## src/rtl/rrs_pkg.sv

```systemverilog
package rrs_pkg;

  localparam int MAX_JOBS_DEFAULT = 64;

  localparam int TIME_W   = 16;
  localparam int CLOCK_W  = 22;
  localparam int DIFF_W   = 23;
  localparam int OP_W     = 2;
  localparam int STATUS_W = 2;
  localparam int PADDR_W  = 3;
  localparam int PDATA_W  = 32;

  localparam logic [OP_W-1:0] OP_LOAD  = 2'd0;
  localparam logic [OP_W-1:0] OP_STEP  = 2'd1;
  localparam logic [OP_W-1:0] OP_CLEAR = 2'd2;

  localparam logic [STATUS_W-1:0] STATUS_RUN      = 2'd0;
  localparam logic [STATUS_W-1:0] STATUS_ALL_DONE = 2'd1;
  localparam logic [STATUS_W-1:0] STATUS_FULL     = 2'd2;
  localparam logic [STATUS_W-1:0] STATUS_ACCEPTED = 2'd3;

  localparam logic [PADDR_W-3:0] REG_QUANTUM = 1'b0;
  localparam logic [TIME_W-1:0]  QUANTUM_RESET = 16'd1;

  typedef struct packed {
    logic                capture;
    logic                clear;
    logic                ld_init;
    logic                ld_read;
    logic                ld_shift;
    logic                ld_place;
    logic                st_init;
    logic                st_adv;
    logic                st_read;
    logic                st_exec;
    logic                st_turn;
    logic                st_wait;
    logic                res_write;
    logic [STATUS_W-1:0] res_status;
  } rrs_cmd_t;

  typedef struct packed {
    logic [OP_W-1:0] op;
    logic            full;
    logic            all_done;
    logic            k_zero;
    logic            gt;
    logic            cur_done;
    logic            out_free;
  } rrs_sts_t;

endpackage

```

## src/rtl/rrs_dp.sv

```systemverilog
module rrs_dp #(
  parameter  int MAX_JOBS = rrs_pkg::MAX_JOBS_DEFAULT,
  localparam int CNT_W    = $clog2(MAX_JOBS + 1),
  localparam int OUT_W    = CNT_W + rrs_pkg::CLOCK_W + 1 + 2 * rrs_pkg::DIFF_W,
  localparam int TDATA_W  = ((OUT_W + 7) / 8) * 8
) (
  input  logic                           clk,
  input  logic                           rst,
  input  logic                           psel,
  input  logic                           penable,
  input  logic                           pwrite,
  input  logic [rrs_pkg::PADDR_W-1:0]    paddr,
  input  logic [rrs_pkg::PDATA_W-1:0]    pwdata,
  output logic [rrs_pkg::PDATA_W-1:0]    prdata,
  output logic                           pready,
  input  logic [2*rrs_pkg::TIME_W-1:0]   s_tdata,
  input  logic [rrs_pkg::OP_W-1:0]       s_tuser,
  output logic                           m_tvalid,
  input  logic                           m_tready,
  output logic [TDATA_W-1:0]             m_tdata,
  output logic [rrs_pkg::STATUS_W-1:0]   m_tuser,
  input  rrs_pkg::rrs_cmd_t              cmd,
  output rrs_pkg::rrs_sts_t              sts
);
  import rrs_pkg::*;

  localparam int IDX_W = $clog2(MAX_JOBS);

  typedef struct packed {
    logic [TIME_W-1:0] arrival;
    logic [TIME_W-1:0] burst;
    logic [TIME_W-1:0] remaining;
  } entry_t;

  entry_t mem [MAX_JOBS];
  entry_t rdata;

  logic [OP_W-1:0]          op;
  logic [TIME_W-1:0]        new_arr;
  logic [TIME_W-1:0]        new_bur;
  logic [CNT_W-1:0]         job_count;
  logic [CNT_W-1:0]         done_count;
  logic [IDX_W-1:0]         cursor;
  logic [IDX_W-1:0]         pos;
  logic [IDX_W-1:0]         sel;
  logic [CLOCK_W-1:0]       clock_now;
  logic [MAX_JOBS-1:0]      done_bits;
  logic [TIME_W-1:0]        quantum;
  logic                     fin;
  logic [CNT_W-1:0]         run_index;
  logic [TIME_W-1:0]        run_arr;
  logic [TIME_W-1:0]        run_bur;
  logic signed [DIFF_W-1:0] turnaround;
  logic signed [DIFF_W-1:0] waiting;

  logic [CNT_W-1:0]   sel_inc;
  logic [IDX_W-1:0]   sel_wrap;
  logic [IDX_W-1:0]   cursor_start;
  logic [IDX_W-1:0]   pos_dec;
  logic               over;
  logic [TIME_W-1:0]  slice_len;
  logic [CLOCK_W:0]   clock_sum;
  logic [CLOCK_W-1:0] clock_sat;
  logic               cfg_write;
  logic               quantum_sel;

  assign sel_inc      = CNT_W'(sel) + CNT_W'(1);
  assign sel_wrap     = (sel_inc < job_count) ? IDX_W'(sel_inc) : '0;
  assign cursor_start = (CNT_W'(cursor) < job_count) ? cursor : '0;
  assign pos_dec      = pos - IDX_W'(1);
  assign over         = rdata.remaining > quantum;
  assign slice_len    = over ? quantum : rdata.remaining;
  assign clock_sum    = {1'b0, clock_now} + (CLOCK_W + 1)'(slice_len);
  // The clock saturates at its all-ones value.
  assign clock_sat    = clock_sum[CLOCK_W] ? '1 : clock_sum[CLOCK_W-1:0];

  assign quantum_sel = (paddr[PADDR_W-1:2] == REG_QUANTUM);
  assign cfg_write   = psel && penable && pwrite && pready;
  assign pready      = 1'b1;
  assign prdata      = quantum_sel ? PDATA_W'(quantum) : '0;

  always_comb begin
    sts          = '0;
    sts.op       = op;
    sts.full     = (job_count == CNT_W'(MAX_JOBS));
    sts.all_done = (done_count >= job_count);
    sts.k_zero   = (pos == '0);
    sts.gt       = (rdata.arrival > new_arr);
    sts.cur_done = done_bits[sel];
    sts.out_free = !m_tvalid || m_tready;
  end

  always_ff @(posedge clk) begin
    if (cmd.ld_read) begin
      rdata <= mem[pos_dec];
    end else if (cmd.st_read) begin
      rdata <= mem[sel];
    end
    if (cmd.ld_shift) begin
      mem[pos] <= rdata;
    end else if (cmd.ld_place) begin
      mem[pos] <= {new_arr, new_bur, new_bur};
    end else if (cmd.st_exec) begin
      mem[sel] <= {rdata.arrival, rdata.burst, rdata.remaining - slice_len};
    end
  end

  always_ff @(posedge clk) begin
    if (rst) begin
      job_count  <= '0;
      done_count <= '0;
      cursor     <= '0;
      clock_now  <= '0;
      done_bits  <= '0;
      quantum    <= QUANTUM_RESET;
    end else begin
      if (cfg_write && quantum_sel) begin
        quantum <= pwdata[TIME_W-1:0];
      end
      if (cmd.clear) begin
        job_count  <= '0;
        done_count <= '0;
        cursor     <= '0;
        clock_now  <= '0;
        done_bits  <= '0;
      end
      if (cmd.ld_shift) begin
        done_bits[pos] <= done_bits[pos_dec];
      end
      if (cmd.ld_place) begin
        done_bits[pos] <= (new_bur == '0);
        job_count      <= job_count + CNT_W'(1);
        if (new_bur == '0) begin
          done_count <= done_count + CNT_W'(1);
        end
      end
      if (cmd.st_exec) begin
        clock_now <= clock_sat;
        cursor    <= sel_wrap;
        if (!over) begin
          done_bits[sel] <= 1'b1;
          done_count     <= done_count + CNT_W'(1);
        end
      end
    end
  end

  always_ff @(posedge clk) begin
    if (cmd.capture) begin
      op      <= s_tuser;
      new_arr <= s_tdata[TIME_W-1:0];
      new_bur <= s_tdata[2*TIME_W-1:TIME_W];
    end
    if (cmd.ld_init) begin
      pos <= IDX_W'(job_count);
    end else if (cmd.ld_shift) begin
      pos <= pos_dec;
    end
    if (cmd.st_init) begin
      sel <= cursor_start;
    end else if (cmd.st_adv) begin
      sel <= sel_wrap;
    end
    if (cmd.st_exec) begin
      fin       <= !over;
      run_index <= sel_inc;
      run_arr   <= rdata.arrival;
      run_bur   <= rdata.burst;
    end
    if (cmd.st_turn) begin
      turnaround <= fin ? ({1'b0, clock_now} - DIFF_W'(run_arr)) : '0;
    end
    if (cmd.st_wait) begin
      waiting <= fin ? (turnaround - DIFF_W'(run_bur)) : '0;
    end
  end

  always_ff @(posedge clk) begin
    if (rst) begin
      m_tvalid <= 1'b0;
    end else if (cmd.res_write) begin
      m_tvalid <= 1'b1;
    end else if (m_tready) begin
      m_tvalid <= 1'b0;
    end
  end

  always_ff @(posedge clk) begin
    if (cmd.res_write) begin
      m_tuser <= cmd.res_status;
      case (cmd.res_status)
        STATUS_RUN: begin
          m_tdata <= TDATA_W'({waiting, turnaround, fin, clock_now, run_index});
        end
        STATUS_ALL_DONE: begin
          m_tdata <= TDATA_W'({clock_now, CNT_W'(0)});
        end
        default: m_tdata <= '0;
      endcase
    end
  end

endmodule

```

## config.mk

```make
export PLATFORM = sky130hd
export DESIGN_NAME = rrs_dp
export DESIGN_NICKNAME = d
export VERILOG_FILES = /design/src/rtl/rrs_pkg.sv /design/src/rtl/rrs_dp.sv
export SDC_FILE = /design/constraint.sdc
export NUM_CORES = 2
export LEC_CHECK = 0
export BUFFER_PORTS_ARGS = -buffer_cell sky130_fd_sc_hd__buf_4
export CAP_MARGIN = 20
export CORE_ASPECT_RATIO = 1.25
export CORE_MARGIN = 3
export CORE_UTILIZATION = 50
export DETAILED_ROUTE_END_ITERATION = 7
export PLACE_DENSITY = 0.66
export SLEW_MARGIN = 20
export SYNTH_ARGS = -nofsm -noshare
export SYNTH_HDL_FRONTEND = slang
export SYNTH_SLANG_ARGS = --single-unit
```

## constraint.sdc

```tcl
create_clock -name clk -period 8 [get_ports clk]
set_clock_uncertainty 0.15 [all_clocks]
set_input_delay 1.6 -clock clk [delete_from_list [all_inputs] [get_ports clk]]
set_output_delay 1.6 -clock clk [all_outputs]
set_load 0.1 [all_outputs]
```

==> impl_metrics.ini <==
[min_path]
holdPathStages = 2
worstHoldEndpoint = quantum[6]
hold_path_class = reg2reg
min_from = quantum[6]

[route]
drt_iter0_drc = 14070
drc = 0
route.final.wire_length_um = 533700
vias_per_cell = 7.373
drt-pass1-iter-count = 7
postRouteAntennaNets = 0
wire_per_inst_um = 41.39
dr_total_vias = 95070

[pwr]
p_int_mw = 37.79
power.share.combinational_pct = 26.2
swShare_pct = 29.95
p_switching_mw = 16.16
power_frac_clock_pct = 31.2
seq_power_share_pct = 42.6
peakVddDrop_mv = 0.1907
p_total_mw = 53.95
p_leak_nw = 56.67
p_per_area_nw_per_um2 = 294.9

[sta]
rsz0062_at_grt = false
finalWorstSetupSlack_ps = 1484
hold_ws_ps = 308.8
tns_ps = 0
slew_violations = 0
period_share_pct = 81.45
slew-limit-headroom_pct = 12.85
post-route-min-period_ps = 6516
fmax_mhz = 153.5
finalHoldViolations = 0
setup-violations-final = 0
worst_pin_slew_ps = 1304

[place]
place_inst = 12250
io_buffer_count = 174
place_ws_ps = 1519
place.gp.congestion = 0.9174
hpwl_um = 288900

[worst_setup_path]
arrival_ps = 7070
cp_slowest_cell = o21ai_4
r2r-end = mem[41][13]
start_kind = flip-flop
ff2ff_path_depth = 18
worstPathRequired_ps = 8550
crit_type = reg2reg
cp-startpoint = rdata[15]
path_buf_inv = 4
crit_chain = ha_1 -> and4_1 -> a221oi_1 -> a31oi_1 -> inv_1 -> buf_4 -> nand2_1 -> o21ai_0 -> inv_1 -> ha_1 -> a211oi_1 -> o211ai_1 -> o21ai_0 -> o21ai_0 -> a31oi_1 -> xor2_1 -> o21ai_4 -> buf_4
critPathTopFamily = compound AO/OA/AOI/OAI gates
worstReg2RegStart = rdata[15]
rrSetupSlack_ps = 1480
cp-end-kind = flip-flop
cp_max_fo = 35
cpMostUsedCell = o21ai_0
path_depth = 18
max_stage_delay_ps = 730

[cts]
cts-resized-gates = 0
ctsHoldBuffers = 0
clockBufferDepth = 4
cts_tree = yes
htree_levels = 5
clock_sinks = 3459
cts-root-buf = clkbuf_16
clock_latency_ps = 920
cts_buffers = 348
cts_setup_buffers = 0
clk_pin_slew_ps = 60

[synth]
avgSynthCellArea_sq_um = 19.91
synth-compound-area-share_pct = 2.733
yosys_warnings = 0
ys_types = 82
async_reset_ff_share_pct = 0
ys_ff_latch = 3459
synth_mux_area_share_pct = 28.17
syn_inst = 8178
synth_seq_area_share_pct = 63.00
synth_fa_ha_area_share_pct = 0.9621
synthSimpleGateAreaFrac_pct = 3.026
ys.flop_type = edfxtp_1
synth-edff-count = 3330
synthXorXnorAreaFrac_pct = 0.2321
synth.cell_area_sq_um = 162800
synth_top_family_by_area = multiplexers

[global_routing]
grt_use_total_pct = 32.09
antenna_found_initial = 21
grt_first_pass_wirelength_um = 746900
grt_pass1_vias = 94570
grt_max_degree = 137
grt_overflow = 0

[finish]
drive_gt1_share_pct = 36.71
instances_no_fill = 12890
syn_to_final_growth_pct = 12.35
final_net_count = 8593
nFillCells = 23550

[die]
die_area_sq_um = 332600
die_w_um = 516.4
coreArea_sq_um = 323300
start_util_pct = 50.36
fp-row-count = 233
boundaryPins = 214
die_h_um = 644.0

[outcome]
status = finished clean

[flow_run]
maxCapViolations = 0
==> worst reg2reg max path: cells and delay by family (launching register included) <==
| family | cells | cell delay, ps |
|---|---|---|
| flip-flops | 1 | 490 |
| AND/OR/NAND/NOR | 2 | 350 |
| buffers and inverters | 4 | 1300 |
| AO/OA/AOI/OAI | 9 | 3210 |
| adder cells (fa/ha/maj) | 2 | 700 |
| XOR/XNOR | 1 | 130 |
==> cells in the final DEF, fill, tap and decap left out, types with 14 or more instances in the layout <==
master / Yosys / final
edfxtp_1: 3330 / 3330
clkinv_2: 0 / 67
clkbuf_16: 0 / 354
nor3_1: 54 / 51
o21a_1: 32 / 32
o21ai_0: 117 / 100
clkinvlp_4: 0 / 23
a21o_1: 24 / 24
clkinv_1: 2 / 62
ha_1: 118 / 117
o311a_1: 17 / 17
and3_1: 37 / 37
and2_1: 107 / 107
or2_2: 15 / 14
buf_4: 27 / 352
buf_12: 0 / 87
o21ai_4: 0 / 17
a211oi_1: 58 / 58
a221oi_1: 43 / 43
mux2i_1: 33 / 33
a21oi_1: 135 / 129
nor2b_1: 47 / 47
a31oi_1: 85 / 77
conb_1: 2 / 21
bufinv_16: 0 / 48
nand2b_1: 45 / 45
nand2_1: 370 / 362
mux2_2: 66 / 66
nor2_1: 274 / 207
clkbuf_1: 420 / 44
a32o_1: 17 / 17
xnor2_1: 26 / 24
inv_1: 137 / 136
dfxtp_1: 129 / 123
nor2_4: 0 / 64
nand3_1: 38 / 38
mux4_2: 1989 / 1989
==> worst max path at each step <==
stage	endpoint
final	mem[41][13]
after global routing	mem[41][13]
after CTS	mem[54][15]
after detailed placement	mem[56][15]
after global placement	mem[11][12]
after floorplan	mem[0][13]
==> sequential cells by signal, summed over array words and instances (netlist names), 6 cells and up, named ones only <==
register	count
clock_now	22
cursor	6
done_bits	64
done_count	7
job_count	7
m_tdata	76
mem	3072
new_arr	16
new_bur	16
pos	6
quantum	16
rdata	48
run_arr	16
run_bur	16
run_index	7
sel	6
turnaround	23
waiting	23
==> area by class of cell <==
type	count	area, sq um	share of cell area (%)
clock buffer	402	9079	4.963
multi-input combinational	3981	58290	31.87
antenna	10	25.02	0.01368
clock inverter	221	2435	1.331
sequential	3459	102600	56.09
timing repair buffer	451	4679	2.558
inverter	140	525.5	0.2873
tap	4230	5293	2.893
==> cells in the mapped netlist (all sizes together), types with 108 or more instances <==
master  count  area, sq um
a21oi     136        691.9
dfxtp     129         2582
buf       196        938.4
mux4     1989        44800
clkbuf    421         1582
and2      108        675.7
inv       138        518.0
o21ai     120        600.6
edfxtp   3330       100000
nor2      279         1074
nand2     370         1389
ha        118         1476
==> routing by layer <==
metal / track usage (%) / wire, um / up-vias
li1: - / - / 35540
met1: 41.43 / 180900 / 50920
met2: 51.39 / 257700 / 7150
met3: 8.390 / 64640 / 1452
met4: 14.60 / 30410 / 12
met5: 0 / 88 / -
==> cells by family after synthesis <==
family / count (synthesis)
flip-flops: 3459
multiplexers: 2088
AND/OR/NAND/NOR: 1051
buffers and inverters: 757
AO/OA/AOI/OAI: 657
adder cells (fa/ha/maj): 123
XOR/XNOR: 41
other: 2
==> power by group through the flow <==
| stage | registers [mW] | logic (mW) | clock network (mW) |
|---|---|---|---|
| 6_report | 23.0 | 14.1 | 16.8 |
| 5_1_grt | 23.0 | 14.9 | 17.7 |
| 4_1_cts | 23.0 | 14.0 | 17.0 |
| 3_5_place_dp | 23.4 | 13.9 | 0 |
| 3_3_place_gp | 23.3 | 13.7 | 0 |
| 2_1_floorplan | 23.4 | 9.20 | 0 |
==> through the flow <==
step                      area (sq um)  util (%)
final                           182900     56.58
after global routing            182900     56.57
after CTS                       182700     56.50
after detailed placement        171100     52.94
after global placement          171000     52.90
after floorplan                 162900         -
(Power assumes the default switching activity.)
