## src/rtl/rrs_pkg.sv

```systemverilog
package rrs_pkg;

  localparam int MAX_JOBS_DEFAULT = 64;

  localparam int TIME_W   = 16;
  localparam int CLOCK_W  = 22;
  localparam int DIFF_W   = 23;
  localparam int OP_W     = 2;
  localparam int STATUS_W = 2;
  localparam int PADDR_W  = 3;
  localparam int PDATA_W  = 32;

  localparam logic [OP_W-1:0] OP_LOAD  = 2'd0;
  localparam logic [OP_W-1:0] OP_STEP  = 2'd1;
  localparam logic [OP_W-1:0] OP_CLEAR = 2'd2;

  localparam logic [STATUS_W-1:0] STATUS_RUN      = 2'd0;
  localparam logic [STATUS_W-1:0] STATUS_ALL_DONE = 2'd1;
  localparam logic [STATUS_W-1:0] STATUS_FULL     = 2'd2;
  localparam logic [STATUS_W-1:0] STATUS_ACCEPTED = 2'd3;

  localparam logic [PADDR_W-3:0] REG_QUANTUM = 1'b0;
  localparam logic [TIME_W-1:0]  QUANTUM_RESET = 16'd1;

  typedef struct packed {
    logic                capture;
    logic                clear;
    logic                ld_init;
    logic                ld_read;
    logic                ld_shift;
    logic                ld_place;
    logic                st_init;
    logic                st_adv;
    logic                st_read;
    logic                st_exec;
    logic                st_turn;
    logic                st_wait;
    logic                res_write;
    logic [STATUS_W-1:0] res_status;
  } rrs_cmd_t;

  typedef struct packed {
    logic [OP_W-1:0] op;
    logic            full;
    logic            all_done;
    logic            k_zero;
    logic            gt;
    logic            cur_done;
    logic            out_free;
  } rrs_sts_t;

endpackage

```

## src/rtl/rrs_ctrl.sv

```systemverilog
module rrs_ctrl (
  input  logic             clk,
  input  logic             rst,
  input  logic             s_tvalid,
  output logic             s_tready,
  input  rrs_pkg::rrs_sts_t sts,
  output rrs_pkg::rrs_cmd_t cmd
);
  import rrs_pkg::*;

  localparam logic [3:0] S_IDLE     = 4'd0;
  localparam logic [3:0] S_DISPATCH = 4'd1;
  localparam logic [3:0] S_LD_RD    = 4'd2;
  localparam logic [3:0] S_LD_CMP   = 4'd3;
  localparam logic [3:0] S_ST_SCAN  = 4'd4;
  localparam logic [3:0] S_ST_EXEC  = 4'd5;
  localparam logic [3:0] S_ST_TURN  = 4'd6;
  localparam logic [3:0] S_ST_WAIT  = 4'd7;
  localparam logic [3:0] S_OUT      = 4'd8;

  logic [3:0]          state;
  logic [3:0]          state_next;
  logic [STATUS_W-1:0] res;
  logic [STATUS_W-1:0] res_next;

  always_ff @(posedge clk) begin
    if (rst) begin
      state <= S_IDLE;
      res   <= STATUS_ACCEPTED;
    end else begin
      state <= state_next;
      res   <= res_next;
    end
  end

  always_comb begin
    cmd        = '0;
    state_next = state;
    res_next   = res;
    s_tready   = (state == S_IDLE);
    case (state)
      S_IDLE: begin
        if (s_tvalid) begin
          cmd.capture = 1'b1;
          state_next  = S_DISPATCH;
        end
      end
      S_DISPATCH: begin
        case (sts.op)
          OP_LOAD: begin
            if (sts.full) begin
              res_next   = STATUS_FULL;
              state_next = S_OUT;
            end else begin
              cmd.ld_init = 1'b1;
              state_next  = S_LD_RD;
            end
          end
          OP_STEP: begin
            if (sts.all_done) begin
              res_next   = STATUS_ALL_DONE;
              state_next = S_OUT;
            end else begin
              cmd.st_init = 1'b1;
              state_next  = S_ST_SCAN;
            end
          end
          OP_CLEAR: begin
            cmd.clear  = 1'b1;
            res_next   = STATUS_ACCEPTED;
            state_next = S_OUT;
          end
          default: state_next = S_IDLE;
        endcase
      end
      S_LD_RD: begin
        if (sts.k_zero) begin
          cmd.ld_place = 1'b1;
          res_next     = STATUS_ACCEPTED;
          state_next   = S_OUT;
        end else begin
          cmd.ld_read = 1'b1;
          state_next  = S_LD_CMP;
        end
      end
      S_LD_CMP: begin
        if (sts.gt) begin
          cmd.ld_shift = 1'b1;
          state_next   = S_LD_RD;
        end else begin
          cmd.ld_place = 1'b1;
          res_next     = STATUS_ACCEPTED;
          state_next   = S_OUT;
        end
      end
      S_ST_SCAN: begin
        if (sts.cur_done) begin
          cmd.st_adv = 1'b1;
        end else begin
          cmd.st_read = 1'b1;
          state_next  = S_ST_EXEC;
        end
      end
      S_ST_EXEC: begin
        cmd.st_exec = 1'b1;
        state_next  = S_ST_TURN;
      end
      S_ST_TURN: begin
        cmd.st_turn = 1'b1;
        state_next  = S_ST_WAIT;
      end
      S_ST_WAIT: begin
        cmd.st_wait = 1'b1;
        res_next    = STATUS_RUN;
        state_next  = S_OUT;
      end
      S_OUT: begin
        if (sts.out_free) begin
          cmd.res_write = 1'b1;
          state_next    = S_IDLE;
        end
      end
      default: state_next = S_IDLE;
    endcase
    cmd.res_status = res;
  end

endmodule

```

## config.mk

```make
export PLATFORM = sky130hd
export DESIGN_NAME = rrs_ctrl
export DESIGN_NICKNAME = d
export VERILOG_FILES = /design/src/rtl/rrs_pkg.sv /design/src/rtl/rrs_ctrl.sv
export SDC_FILE = /design/constraint.sdc
export NUM_CORES = 1
export LEC_CHECK = 0
export BUFFER_PORTS_ARGS = -buffer_cell sky130_fd_sc_hd__buf_2
export CORE_MARGIN = 10
export CORE_UTILIZATION = 43
export CTS_BUF_LIST = sky130_fd_sc_hd__clkbuf_2
export CTS_CLUSTER_SIZE = 16
export DETAILED_ROUTE_END_ITERATION = 7
export GPL_TIMING_DRIVEN = 0
export PLACE_DENSITY_LB_ADDON = 0.3
export SLEW_MARGIN = 0
export SYNTH_ARGS = -nofsm -noshare
export SYNTH_HDL_FRONTEND = slang
export SYNTH_SLANG_ARGS = --single-unit
```

## constraint.sdc

```tcl
create_clock -name clk -period 1.51 [get_ports clk]
set_clock_uncertainty 0.1 [all_clocks]
set_input_delay 0.453 -clock clk [delete_from_list [all_inputs] [get_ports clk]]
set_output_delay 0.453 -clock clk [all_outputs]
set_load 0.02 [all_outputs]
```

==> results.cfg, run 1 <==
[setup_path]
worstPathArrival_ns = 1.37
reg2reg_depth = 7
endpoint_kind = primary output
r2r_setup_slack_ns = -0.28
crit_path_max_fanout = 6
r2r_end = res[1]$_SDFFE_PP1P_
critical_path_class = reg2out
worstPathRequired_ns = 0.96
r2r_start = state[2]$_SDFFE_PP0P_
cp-startpoint = state[0]$_SDFFE_PP0P_
start_kind = flop

[power_and_ir_drop]
p_total_uw = 728
pwr_density_cell_nw_per_um2 = 575
ir_drop_mv = 0.585
leakagePower_uw = 0.000546

[detailed_routing]
vias_per_cell = 6.82
num_vias = 962
route.detailed.drc = 0
drt_pass1_iterations = 7
drtAntennaViolNets = 0
first_iter_violations = 61
route.detailed.wl_per_inst_um = 28.1
routed_wl_um = 3970

[timing]
fin_ws_ns = -0.411
hold_viol_final = 0
slew_viol_final = 0
worstMarginPinSlew_ns = 0.345
max_freq_mhz = 521
min_period_ns = 1.92
setup_viol = 18
period_share_pct = 127
rsz0062_at_grt = true
slew-limit-headroom_pct = 76.9

[floorplan]
die_h_um = 58.1
pin_count = 27
die_area_sq_um = 3370
core_sq_um = 1330
initial_core_util_pct = 46.7
die_w_um = 58.1
rows = 13

[worst_hold_path]
min_to = state[0]$_SDFFE_PP0P_
worstHoldPathCells = 2
min_from = sts[3]
holdCritPathClass = in2reg

[yosys]
synthesis.area_sq_um = 623
synth_seq_cells = 6
syn_area_per_cell_sq_um = 7.89
synth_fp_nets = 94
postSynthCellCount = 79
ys_warn_count = 0
synth_cell_type_count = 35
ys_seq_area_share_pct = 19.3

[finish]
antenna_cells = 0
stdcell_area_sq_um = 1270
num-fill-cells = 33
seq_area_sq_um = 130
final_cells = 141
drive_above_1_share_pct = 73.0
multi_input_area_sq_um = 643
nNetsFinal = 143
syn_to_final_growth_pct = 103
mostFrequentLayoutCell = buf_4
layout_common_cells = 19 x buf_4, 14 x buf_6, 12 x buf_2

[run_status]
violations = setup timing
status = complete, but fails checks

[cts]
cts.sinks = 6
tritoncts = built
cts_htree_levels = 1
cts-root-buf = clkbuf_2
clock_latency_ns = 0.22
path_clk_slew_ns = 0.09
cts_made_buffers = 3
clockBufferDepth = 2

[job]
maxCapViolCount = 0

[global_route]
track_usage_pct = 16.0
antenna_found_initial = 0
grt_pass1_vias = 899
grt_first_pass_wirelength_um = 4360
grt_max_degree = 8
grt_overflow = 0

[place]
dpl-instance-area_sq_um = 887
hpwlAfterDp_um = 1520
io_buffer_count = 26
globalplace.congestion = 0.841
dpl.cell_count = 120
[power by group]
| group | internal [uW] | total (uW) | switching [uW] |
|---|---|---|---|
| Clock | 54.4 | 125 | 71.1 |
| Combinational | 204 | 419 | 215 |
| Sequential | 169 | 184 | 15.2 |
| Total | 427 | 728 | 301 |
[metrics by stage]
step	setup WS, ns	TNS, ns	hold WS [ns]	util (%)
2_1_floorplan	-0.199	-1.25	0.425	-
3_3_place_gp	-0.287	-2.85	0.394	66.5
3_5_place_dp	-0.355	-3.33	0.399	66.5
4_1_cts	-0.345	-3.98	0.339	85.3
5_1_grt	-0.479	-5.93	0.384	94.9
6_report	-0.411	-5.07	0.387	94.9
[per-layer routing]
| layer | track usage, % | wire [um] |
|---|---|---|
| met1 | 16.6 | 1420 |
| met2 | 28.2 | 1840 |
| met3 | 5.45 | 394 |
| met4 | 7.38 | 310 |
| met5 | 0 | 0 |
[final cells by class]
cell class | instances | area share (%)
Sequential cell | 6 | 10.3
Timing Repair Buffer | 46 | 30.3
Inverter | 7 | 2.27
Buffer | 3 | 3.66
Multi-Input combinational cell | 61 | 50.8
Tap cell | 15 | 1.48
Clock buffer | 3 | 1.19
[worst max-delay path by stage]
stage | slack (ns) | endpoint | depth (start not counted)
floorplan | -0.20 | cmd[14] | 3
detailed placement | -0.35 | res[1]$_SDFFE_PP1P_ | 7
global placement | -0.29 | cmd[7] | 4
CTS | -0.34 | cmd[14] | 4
global route | -0.48 | cmd[9] | 5
finish | -0.41 | cmd[9] | 5
[cells in the mapped netlist (all sizes together)]
cell type	count	area, sq um
mux2i	2	20.0
inv	7	26.3
nand2b	3	18.8
nor2	10	45.0
a31o	1	8.76
and3	3	23.8
nor3	3	15.0
nor4b	1	8.76
a211oi	1	7.51
nand3b	1	7.51
ha	4	50.1
nor2b	3	21.3
buf	5	48.8
dfxtp	6	120
nor4	3	25.0
o21ai	2	10.0
nand2	4	15.0
and2	2	12.5
a32oi	1	8.76
o21a	1	7.51
o311ai	1	8.76
a21oi	4	20.0
or3	1	6.26
o211ai	1	7.51
o31a	1	8.76
a221oi	3	38.8
nor3b	1	7.51
o32a	1	10.0
nand3	3	15.0
[sequential cells by signal, summed over array words and instances, names as in the netlist]
| name | flops |
|---|---|
| state | 4 |
| res | 2 |
[critical path: stages, from the launching register on]
cell and delay [ns]:
dfxtp_4 0.38, buf_12 0.14, buf_8 0.13, o21ai_1 0.21, nor2_1 0.11, buf_4 0.17
[cell families after synthesis]
logic type	share of synthesized area, %
AND/OR/NAND/NOR	35.5
AO/OA/AOI/OAI	21.9
buffers and inverters	12.0
flip-flops	19.3
adder cells (fa/ha/maj)	8.03
multiplexers	3.21
[repair_timing]
item / 4_1_cts / 5_1_grt
endpoints found under the setup margin: 18 / 17
setup buffers: 14 / 8
pin swaps: 8 / 8
resized for setup: 43 / 26
hold buffers: 0 / 0
Power figures use the tool's default switching activity.
==> inputs of run 2 (changes only) <==
- CORE_UTILIZATION: 43 -> 48
- clock period: 1.51 -> 1.9 ns (I/O delays scaled with it)
==> run 2 against run 1 <==
Design area fell by 11%. Core utilization rose by 1.3 points. The flow still finishes with violations (setup timing). Non-clock buffer count rose by 2.
==> results.cfg, run 2 (synthesized netlist as in run 1, its figures left out) <==
[timing]
min_period_ns = 2.11
slew_viol_final = 0
slew-limit-headroom_pct = 72.4
worstMarginPinSlew_ns = 0.412
holdWs_ns = 0.459
final.setup.tns_ns = -1.27
hold_viol_final = 0
fin_ws_ns = -0.206
rsz0062_at_grt = true
max_freq_mhz = 475
period_share_pct = 111
setup_viol = 14

[finish]
nNetsFinal = 145
syn_to_final_growth_pct = 80.9
final_cells = 142
final_core_util_pct = 96.3
top_register = state
largest_register_ffs = 4
multi_input_area_sq_um = 556
drive_above_1_share_pct = 65.6
layout_common_cells = 26 x buf_4, 15 x buf_2, 7 x buf_6
seq_area_sq_um = 126
antenna_cells = 0
mostFrequentLayoutCell = buf_4
num-fill-cells = 25
largestRegisters = state x4, res x2

[detailed_routing]
route.detailed.drc = 0
routed_wl_um = 3320
num_vias = 935
route.detailed.wl_per_inst_um = 23.4
drt_pass1_iterations = 5
vias_per_cell = 6.58
first_iter_violations = 81
drtAntennaViolNets = 0

[cts]
cts_htree_levels = 1
tritoncts = built
cts_made_buffers = 3
cts.sinks = 6
path_clk_slew_ns = 0.09
cts-root-buf = clkbuf_2
clockBufferDepth = 2
clock_latency_ns = 0.25

[power_and_ir_drop]
pwr_density_cell_nw_per_um2 = 460
p_clk_share_pct = 20.5
switching_share_pct = 40.7
leakagePower_uw = 0.000514
pwr-share-comb_pct = 51.4
ir_drop_mv = 0.441
sequentialPowerShare_pct = 28.1
p_sw_uw = 211
p_int_uw = 308

[floorplan]
pin_count = 27
initial_core_util_pct = 53.2
die_area_sq_um = 3140
rows = 12
die_w_um = 56.0
die_h_um = 56.0
core_sq_um = 1170

[setup_path]
cp-startpoint = state[0]$_SDFFE_PP0P_
worstPathArrival_ns = 1.44
worstPathRequired_ns = 1.23
crit_path_max_fanout = 6
r2r_start = state[1]$_SDFFE_PP0P_
endpoint_kind = primary output
start_kind = flop
critical_path_class = reg2out
reg2reg_depth = 6

[global_route]
track_usage_pct = 14.2
grt_first_pass_wirelength_um = 3790
grt_overflow = 0
antenna_found_initial = 0
grt_max_degree = 11
grt_pass1_vias = 803

[run_status]
status = complete, but fails checks
violations = setup timing

[place]
io_buffer_count = 26
dp_slack_ns = -0.139
hpwlAfterDp_um = 1440
globalplace.congestion = 0.833
dpl.cell_count = 119

[job]
maxCapViolCount = 0

[worst_hold_path]
holdCritPathClass = reg2reg
worstHoldPathCells = 2
min_from = res[1]$_SDFFE_PP1P_
[run 2: changes by cell type in the layout (fill, tap and decap cells not counted), moves of 2 or more]
| cell | previous run | this run |
|---|---|---|
| nor2_4 | 5 | 2 |
| buf_2 | 12 | 15 |
| nor2b_1 | 0 | 2 |
| buf_4 | 19 | 26 |
| nor2_1 | 4 | 6 |
| nor2b_2 | 3 | 1 |
| buf_6 | 14 | 7 |
| buf_12 | 2 | 0 |
[run 2: area by class of cell]
type,count,share of cell area [%]
Multi-Input combinational cell,61,49.3
Timing Repair Buffer,47,29.4
Sequential cell,6,11.2
Buffer,4,4.66
Inverter,7,2.55
Tap cell,14,1.55
Clock buffer,3,1.33
[run 2: worst max-delay path, stage by stage (launching register included)]
cell and delay, ns:
dfxtp_4 0.41, buf_8 0.14, buf_4 0.15, nand3_4 0.10
nor2_1 0.20, buf_4 0.18
[run 2: routing by layer]
metal / GRT usage (%) / vias to the layer above / wire length, um / part of all wire, %
met5: 0 / - / 0 / 0
met4: 2.73 / 0 / 210 / 6.3
met3: 5.24 / 25 / 381 / 11
met2: 23.9 / 84 / 1600 / 48
met1: 16.6 / 441 / 1130 / 34
li1: - / 385 / - / -
[run 2: metrics by stage]
stage          total power [uW]  cell area (sq um)
6_report                    519               1130
5_1_grt                     529               1130
4_1_cts                     447                981
3_5_place_dp                311                792
3_3_place_gp                306                792
2_1_floorplan               263                644
[run 2: power groups by stage]
stage | registers, uW | clock network (uW) | logic (uW)
2_1_floorplan | 144 | 0 | 119
3_3_place_gp | 140 | 0 | 166
3_5_place_dp | 140 | 0 | 170
4_1_cts | 138 | 90.6 | 219
5_1_grt | 146 | 106 | 277
6_report | 146 | 106 | 267
[run 2: worst paths after layout]
| kind | to | slack [ns] |
|---|---|---|
| worst min register to register | res[1]$_SDFFE_PP1P_ | 0.46 |
| worst max register to register | res[1]$_SDFFE_PP1P_ | 0.16 |
| worst min-delay path | res[1]$_SDFFE_PP1P_ | 0.46 |
| worst max-delay path | cmd[12] | -0.21 |
[run 2: what timing repair did]
| action | in CTS | in global routing |
|---|---|---|
| hold buffers | 0 | 0 |
| gates cloned | 0 | 0 |
| buffers inserted | 10 | 11 |
| setup endpoints to repair | 13 | 14 |
| resized for setup | 28 | 25 |
| pin swaps | 5 | 10 |
==> inputs of run 3 (changes only) <==
- CORE_UTILIZATION: 48 -> 45
- CTS_BUF_LIST: sky130_fd_sc_hd__clkbuf_2 -> sky130_fd_sc_hd__clkbuf_16
- GPL_ROUTABILITY_DRIVEN: default -> 0
==> run 3 against run 2 <==
The run still ends with setup timing left. Non-clock buffer count did not move. Total power up 48%. Final cell count grew 0.70%. Routed wire length decreased by 13%. Fmax increased by 6.8%. Critical path depth is the same. Sequential cell count unchanged. Design area increased by 5.9%. Sequential share of layout area is 0.94 points lower. Die area rose by 4.3%. Critical path type unchanged. Largest power group is now the clock network.
==> results.cfg, run 3 (synthesized netlist as in run 1, its figures left out) <==
[floorplan]
die_w_um = 57.2
pin_count = 27
rows = 13
die_area_sq_um = 3270
die_h_um = 57.2
core_sq_um = 1300
initial_core_util_pct = 47.9

[run_status]
violations = setup timing
status = complete, but fails checks

[finish]
mostFrequentLayoutCell = buf_4
final_core_util_pct = 91.7
top_register = state
nNetsFinal = 145
layout_common_cells = 25 x buf_4, 17 x buf_2, 7 x nor2_1
largest_register_ffs = 4
syn_to_final_growth_pct = 91.6
drive_above_1_share_pct = 61.7
final_cells = 143
largestRegisters = state x4, res x2
antenna_cells = 0

[power_and_ir_drop]
pwr_density_cell_nw_per_um2 = 645
leakagePower_uw = 0.000546
ir_drop_mv = 0.772

[global_route]
track_usage_pct = 13.1
grt_overflow = 0
grt_first_pass_wirelength_um = 3550
antenna_found_initial = 0
grt_max_degree = 11
grt_pass1_vias = 798

[place]
io_buffer_count = 26
dpl.cell_count = 120
hpwlAfterDp_um = 1410

[detailed_routing]
routed_wl_um = 2880
first_iter_violations = 38
drt_pass1_iterations = 4
route.detailed.drc = 0
route.detailed.wl_per_inst_um = 20.1
num_vias = 883
vias_per_cell = 6.17
drtAntennaViolNets = 0

[timing]
worstMarginPinSlew_ns = 0.419
min_period_ns = 1.97
fin_ws_ns = -0.0731
max_freq_mhz = 507
setup_viol = 7
period_share_pct = 104
hold_viol_final = 0
slew_viol_final = 0
slew-limit-headroom_pct = 71.6
rsz0062_at_grt = true

[worst_hold_path]
min_from = res[0]$_SDFFE_PP1P_
min_to = res[0]$_SDFFE_PP1P_
holdCritPathClass = reg2reg
worstHoldPathCells = 2

[cts]
cts_made_buffers = 3
path_clk_slew_ns = 0.03
cts_htree_levels = 1
clockBufferDepth = 2
cts.sinks = 6
cts_hold_buf = 0
tritoncts = built
clock_latency_ns = 0.23
cts-root-buf = clkbuf_16

[setup_path]
endpoint_kind = primary output
start_kind = flop
worstPathArrival_ns = 1.30
crit_path_max_fanout = 6
r2r_setup_slack_ns = 0.12
worstPathRequired_ns = 1.23
critical_path_class = reg2out
reg2reg_depth = 7
worstPathCellList = buf_6 > nor2_4 > nand2_1 > nor3_2 > buf_4
cp_top_family = simple AND/OR/NAND/NOR gates
r2r_end = state[0]$_SDFFE_PP0P_
r2r_start = state[3]$_SDFFE_PP0P_
critical-path-max-stage-delay_ns = 0.30
worst-path-buf-inv = 2
cp_slowest_cell = dfxtp_1

[job]
maxCapViolCount = 0
## run 3: layer usage
| metal | vias to the layer above | track usage (%) | routed length (um) |
|---|---|---|---|
| met2 | 68 | 21.4 | 1290 |
| li1 | 389 | - | - |
| met1 | 409 | 14.3 | 1150 |
| met3 | 17 | 5.31 | 292 |
| met4 | 0 | 6.38 | 142 |
| met5 | - | 0 | 0 |
## run 3: tightest hold or removal path: stages, from the launching register on
cell and delay, ns:
dfxtp_1 0.31, nor2_1 0.05, mux2i_1 0.11
## run 3: report_power, final
part	internal (uW)	switching, uW	total [uW]
clock network	270	73.7	344
logic	146	140	286
registers	136	4.46	140
total	552	218	770
## run 3: through the flow
| step | total power (uW) | setup slack [ns] | TNS (ns) | hold WS (ns) | cell area [sq um] |
|---|---|---|---|---|---|
| finish | 770 | -0.0731 | -0.309 | 0.417 | 1190 |
| global placement | 307 | -0.0901 | -0.225 | 0.405 | 793 |
| global route | 798 | -0.122 | -0.814 | 0.435 | 1190 |
| detailed placement | 311 | -0.123 | -0.326 | 0.398 | 793 |
| floorplan | 263 | -0.0466 | -0.0466 | 0.479 | 644 |
| CTS | 686 | -0.0487 | -0.158 | 0.419 | 1000 |
## run 3: cell type report
cell class	count	area [sq um]
Inverter	7	31.3
Fill cell	52	108
Tap cell	15	18.8
Timing Repair Buffer	46	332
Sequential cell	6	123
Multi-Input combinational cell	61	546
Clock buffer	3	75.1
Buffer	5	68.8
## run 3: repair_timing
action / 4_1_cts / 5_1_grt
setup buffers: 5 / 13
pin swaps: 3 / 9
gates cloned: 0 / 2
resized for setup: 27 / 16
setup endpoints to repair: 13 / 13
## run 3: worst max path at each step
stage	startpoint	endpoint	slack [ns]	cells after the start
2_1_floorplan	state[0]$_SDFFE_PP0P_	cmd[14]	-0.05	4
3_3_place_gp	sts[7]	cmd[8]	-0.09	6
3_5_place_dp	sts[7]	cmd[8]	-0.12	6
4_1_cts	state[2]$_SDFFE_PP0P_	cmd[14]	-0.05	4
5_1_grt	state[1]$_SDFFE_PP0P_	cmd[2]	-0.12	5
6_report	state[3]$_SDFFE_PP0P_	cmd[11]	-0.07	5
